File: config.mk
export PLATFORM = sky130hd
export DESIGN_NAME = d2ss_ctrl
export DESIGN_NICKNAME = d
export VERILOG_FILES = /design/src/rtl/core/d2ss_pkg.sv /design/src/rtl/core/d2ss_ctrl.sv
export SDC_FILE = /design/constraint.sdc
export NUM_CORES = 1
export LEC_CHECK = 0
export BUFFER_PORTS_ARGS = -buffer_cell sky130_fd_sc_hd__buf_2
export CAP_MARGIN = 15
export CORE_AREA = 2 2 39 41
export DETAILED_ROUTE_END_ITERATION = 7
export DIE_AREA = 0 0 41 43
export GPL_ROUTABILITY_DRIVEN = 0
export GPL_TIMING_DRIVEN = 0
export PLACE_DENSITY_LB_ADDON = 0.25
export RECOVER_POWER = 25
export SETUP_SLACK_MARGIN = 0.02
export SLEW_MARGIN = 0
export SYNTH_ARGS = -nofsm -noshare
export SYNTH_HDL_FRONTEND = slang
export SYNTH_SLANG_ARGS = --single-unit
File: constraint.sdc
create_clock -name clk -period 3.47 [get_ports clk]
set_clock_uncertainty 0.15 [all_clocks]
set_input_delay 0.694 -clock clk [delete_from_list [all_inputs] [get_ports clk]]
set_output_delay 0.694 -clock clk [all_outputs]
set_load 0.02 [all_outputs]
File: src/rtl/core/d2ss_pkg.sv
// Shared types, constants and elaboration-time twiddle generation for the
// shifted 2-D spectrum unit. No dependencies.
package d2ss_pkg;

    // Fixed field widths of the item and result words.
    localparam int COORD_W  = 6;
    localparam int SAMPLE_W = 8;
    localparam int OUT_W    = 21;

    // Fixed-point constants used when the twiddle table is built (Q2.30).
    localparam logic [63:0] Q30_ONE = 64'd1 << 30;
    localparam logic [63:0] PI_Q30  = 64'd3373259426;

    // Item kinds.
    typedef enum logic
    {
        KIND_LOAD = 1'b0,
        KIND_READ = 1'b1
    } kind_t;

    // Controller states.
    typedef enum logic [2:0]
    {
        S_IDLE,
        S_RUN,
        S_DRAIN,
        S_MAG,
        S_RND,
        S_OUT
    } ctrl_state_t;

    // Commands from the controller to the datapath.
    typedef struct packed
    {
        logic start;
        logic wr_sample;
        logic issue;
        logic take_mag;
        logic take_rnd;
        logic load_out;
    } ctrl_cmd_t;

    // Status from the datapath to the controller.
    typedef struct packed
    {
        logic last_issue;
        logic pipe_busy;
    } dp_status_t;

    // Restoring long division, used only while the design elaborates.
    function automatic logic [63:0] udiv64(input logic [63:0] num, input logic [63:0] den);
        logic [64:0] rem;
        logic [63:0] quo;
        rem = '0;
        quo = '0;
        for (int b = 63; b >= 0; b--)
        begin
            rem = {rem[63:0], num[b]};
            if (rem >= {1'b0, den})
            begin
                rem    = rem - {1'b0, den};
                quo[b] = 1'b1;
            end
        end
        return quo;
    endfunction

    // Cosine and sine of 2*pi*t/size, rounded to frac fraction bits.
    // Returns {cos, sin}, each a 32-bit two's complement value.
    function automatic logic [63:0] twiddle_pair(input int t, input int size, input int frac);
        logic [63:0] quad;
        logic [63:0] rem;
        logic [63:0] x;
        logic [63:0] ct;
        logic [63:0] st;
        logic [63:0] cm;
        logic [63:0] sm;
        logic [63:0] tmp;
        longint      cs;
        longint      ss;
        logic        neg;
        logic [31:0] c;
        logic [31:0] s;
        logic [31:0] co;
        logic [31:0] si;
        quad = udiv64(64'(4 * t), 64'(size));
        rem  = 64'(4 * t) - quad * 64'(size);
        x    = udiv64(PI_Q30 * rem, 64'(2 * size));
        cs   = longint'(Q30_ONE);
        ss   = longint'(x);
        ct   = Q30_ONE;
        st   = x;
        neg  = 1'b1;
        // Taylor series of both functions on the reduced angle.
        for (int n = 1; n < 40; n = n + 2)
        begin
            ct = (ct * x) >> 30;
            ct = udiv64((ct * x) >> 30, 64'(n * (n + 1)));
            st = (st * x) >> 30;
            st = udiv64((st * x) >> 30, 64'((n + 1) * (n + 2)));
            if (neg)
            begin
                cs = cs - $signed(ct);
                ss = ss - $signed(st);
            end
            else
            begin
                cs = cs + $signed(ct);
                ss = ss + $signed(st);
            end
            neg = !neg;
        end
        cm  = (cs < 0) ? 64'd0 : 64'(cs);
        sm  = (ss < 0) ? 64'd0 : 64'(ss);
        tmp = (cm + (64'd1 << (29 - frac))) >> (30 - frac);
        c   = tmp[31:0];
        tmp = (sm + (64'd1 << (29 - frac))) >> (30 - frac);
        s   = tmp[31:0];
        // Unfold the quadrant.
        case (quad[1:0])
            2'd0:
            begin
                co = c;
                si = s;
            end
            2'd1:
            begin
                co = 32'd0 - s;
                si = c;
            end
            2'd2:
            begin
                co = 32'd0 - c;
                si = 32'd0 - s;
            end
            default:
            begin
                co = s;
                si = 32'd0 - c;
            end
        endcase
        return {co, si};
    endfunction

endpackage

File: src/rtl/core/d2ss_ctrl.sv
// Controller of the shifted 2-D spectrum unit: sequences loads, the scan
// over the store, rounding and the output word. Uses d2ss_pkg.
module d2ss_ctrl (
    input  logic                 clk,
    input  logic                 rst_n,
    input  logic                 in_valid,
    output logic                 in_stall,
    input  logic                 kind,
    output logic                 out_valid,
    input  logic                 out_stall,
    output d2ss_pkg::ctrl_cmd_t  cmd,
    input  d2ss_pkg::dp_status_t stat
);

    d2ss_pkg::ctrl_state_t state_reg, state_next;
    logic                  out_valid_reg, out_valid_next;
    logic                  out_free;
    logic                  is_read;

    assign out_free = !out_valid_reg || !out_stall;
    assign is_read  = (kind == d2ss_pkg::KIND_READ);

    // Next state.
    always_comb
    begin
        state_next = state_reg;
        case (state_reg)
            d2ss_pkg::S_IDLE:
            begin
                if (in_valid && is_read)
                begin
                    state_next = d2ss_pkg::S_RUN;
                end
            end
            d2ss_pkg::S_RUN:
            begin
                if (stat.last_issue)
                begin
                    state_next = d2ss_pkg::S_DRAIN;
                end
            end
            d2ss_pkg::S_DRAIN:
            begin
                if (!stat.pipe_busy)
                begin
                    state_next = d2ss_pkg::S_MAG;
                end
            end
            d2ss_pkg::S_MAG:
            begin
                state_next = d2ss_pkg::S_RND;
            end
            d2ss_pkg::S_RND:
            begin
                state_next = d2ss_pkg::S_OUT;
            end
            d2ss_pkg::S_OUT:
            begin
                if (out_free)
                begin
                    state_next = d2ss_pkg::S_IDLE;
                end
            end
            default:
            begin
                state_next = d2ss_pkg::S_IDLE;
            end
        endcase
    end

    // Commands and input stall.
    always_comb
    begin
        cmd      = '0;
        in_stall = 1'b1;
        case (state_reg)
            d2ss_pkg::S_IDLE:
            begin
                in_stall      = 1'b0;
                cmd.start     = in_valid && is_read;
                cmd.wr_sample = in_valid && !is_read;
            end
            d2ss_pkg::S_RUN:
            begin
                cmd.issue = 1'b1;
            end
            d2ss_pkg::S_DRAIN:
            begin
                cmd = '0;
            end
            d2ss_pkg::S_MAG:
            begin
                cmd.take_mag = 1'b1;
            end
            d2ss_pkg::S_RND:
            begin
                cmd.take_rnd = 1'b1;
            end
            d2ss_pkg::S_OUT:
            begin
                cmd.load_out = out_free;
            end
            default:
            begin
                cmd = '0;
            end
        endcase
    end

    // Output word valid flag.
    always_comb
    begin
        out_valid_next = out_valid_reg;
        if (cmd.load_out)
        begin
            out_valid_next = 1'b1;
        end
        else if (out_valid_reg && !out_stall)
        begin
            out_valid_next = 1'b0;
        end
    end

    always_ff @(posedge clk or negedge rst_n)
    begin
        if (!rst_n)
        begin
            state_reg     <= d2ss_pkg::S_IDLE;
            out_valid_reg <= 1'b0;
        end
        else
        begin
            state_reg     <= state_next;
            out_valid_reg <= out_valid_next;
        end
    end

    assign out_valid = out_valid_reg;

`ifndef SYNTHESIS
    // A waiting output word is never overwritten.
    a_no_overwrite: assert property (@(posedge clk) disable iff (!rst_n)
        cmd.load_out |-> !(out_valid_reg && out_stall))
        else $error("output word overwritten while stalled");

    // Rounding starts only once the accumulation pipeline has emptied.
    a_pipe_empty: assert property (@(posedge clk) disable iff (!rst_n)
        (state_reg == d2ss_pkg::S_MAG) |-> !stat.pipe_busy)
        else $error("rounding started with products in flight");

    // An accepted read word starts the scan on the next cycle.
    a_start_scan: assert property (@(posedge clk) disable iff (!rst_n)
        cmd.start |=> (state_reg == d2ss_pkg::S_RUN))
        else $error("read word did not start the scan");

    // A result word appears only out of the output state.
    a_out_source: assert property (@(posedge clk) disable iff (!rst_n)
        $rose(out_valid_reg) |-> $past(state_reg == d2ss_pkg::S_OUT))
        else $error("output word raised outside the output state");
`endif

endmodule

==> reports/results.ini <==
[global_route]
grt_max_degree = 10
grt_pass1_vias = 236
antenna_found_initial = 0
grt_overflow_total = 0
grt.total_usage = 0.0835
grt_pass1_wl_um = 945

[yosys]
synth_flop_cell = dfrtp_1
synthArstFlopShare = 1.00
synth-compound-area-share = 0.158
ys_warn_count = 0
yosys.area_share.xor_xnor = 0
syn_area_um2 = 253
netlist_instances = 32
synth_edf_count = 0
synth-seq-cells = 4
synth_nets = 39
ys_types = 19
synth_simple_gate_area_share = 0.327
synthAdderAreaFrac = 0
muxShareOfSynthArea = 0
yosysSeqAreaShare = 0.396
syn_area_per_cell_um2 = 7.90
synth_top_family_by_area = simple AND/OR/NAND/NOR gates

[cells_and_area]
antennaDiodeCount = 0
syn2layout_area_growth_pct = 44.1
finalInstanceArea_um2 = 364
drive_above_1_share = 0.388
stdcell_count = 65
fin_nets = 58
fin_util = 0.263
largest_reg_flops = 3

[routing]
drc = 0
drt_iter0_markers = 7
vias = 263
wl_um = 617
dr.pass1.iters = 4
viasPerCell = 4.05
wl_per_cell_um = 9.49
final_antenna_net_count = 0

[worst_setup_path]
slowest_stage = dfrtp_1
endpoint_kind = primary output
path_class = reg2out
crit_buf_inv = 2
cp-startpoint = state_reg[0]
crit_arrival_ns = 1.39
rr_worst_depth = 4
required_ns = 2.63
critPathLaunchType = register
worstReg2RegEnd = state_reg[0]
rrSetupSlack_ns = 2.10
crit_path_max_incr_delay_ns = 0.35
crit_path_max_fanout = 9
crit_family = simple AND/OR/NAND/NOR gates
r2r-start = state_reg[2]
crit_path_cell_trace = clkbuf_1 > nor3_1 > and3_1 > buf_2

[status]
outcome = finished clean

[clock_network]
cts_resized = 0
path_clk_slew_ns = 0.04
numClockSinks = 4
cts_tree = yes
post_cts_buffers = 0
cts.path.max_buffers = 2
cts_hold_buf = 0
clock_latency_ns = 0.23
numCtsBuffers = 3
cts_root_buffer = clkbuf_4
htree_num_levels = 1

[die]
start_util = 0.183
dieArea_um2 = 1760
core-area_um2 = 1380
die_y_um = 43
die-width_um = 41
core.rowCount = 14
num_io_pins = 15

[sta]
tightest_slew_ns = 0.366
hold_viol_final = 0
fmax_ghz = 0.448
rsz0062_at_grt = false
relSlewSlack = 0.756
setup_viol = 0
fin_crit_sh = 0.643
setup_tns_ns = 0
finalMaxSlewViolations = 0
period_needed_ns = 2.23

[pwr]
power.density_nw_per_um2 = 906
p_leak_nw = 0.196
ir_drop_v = 0.000230
p_total_w = 0.000330

[place]
dp_hpwl_um = 472
numPortBuffers = 14
placed_cell_area_um2 = 343
placed_cells = 62

[flow_run]
cap_viol_max_count = 0

[hold_path]
hp-class = in2async

-- per-stage QoR --
stage / hold slack [ns] / worst slack [ns]
finish: 0.134 / 1.24
global route: 0.143 / 1.12
CTS: 0.0973 / 1.21
detailed placement: 0.352 / 1.33
global placement: 0.351 / 1.31
floorplan: 0.248 / 1.53
-- cells by family after synthesis --
family | after synthesis
AO/OA/AOI/OAI | 6
buffers and inverters | 5
flip-flops | 4
AND/OR/NAND/NOR | 17
-- power breakdown --
part	internal (W)	leakage [nW]	switching, W
Clock	0.0000386	0.0138	0.0000178
Combinational	0.0000757	0.130	0.000117
Sequential	0.0000663	0.0521	0.0000140
-- cells in the mapped netlist (2+ instances only) --
cell,n,share of area
inv_1,2,0.030
nor3_1,2,0.040
a21oi_1,2,0.040
dfrtp_1,4,0.40
nand2_1,5,0.074
nor2_1,4,0.059
-- placed cells by master, fill, tap and decap left out, types with 2 or more instances in the layout --
cell and count:
buf_2 13, nand2_1 5, nor2_1 4, dfrtp_1 4
clkbuf_4 3, clkbuf_1 2, inv_1 2, nor3_1 2
a21oi_1 2
-- layer usage --
layer,global-route usage,part of all wire
met1,0.100,0.49
met2,0.103,0.43
met3,0.0681,0.084
met4,0.0400,0
met5,0,0
-- final cells by class --
cell class	count	area (µm²)
repair buffers	14	68.8
multi-input cells	23	123
inverters	2	7.51
well taps	16	20.0
plain buffers	3	22.5
flip-flops and latches	4	100
fillers	164	1020
clock buffers	3	22.5
-- worst max path at each step --
stage	slack, ns	endpoint	cells past startpoint
floorplan	1.53	cmd[3]	3
global route	1.12	cmd[4]	5
global placement	1.31	cmd[0]	6
CTS	1.21	cmd[5]	4
detailed placement	1.33	cmd[0]	6
finish	1.24	cmd[5]	4
(Power assumes the default switching activity.)
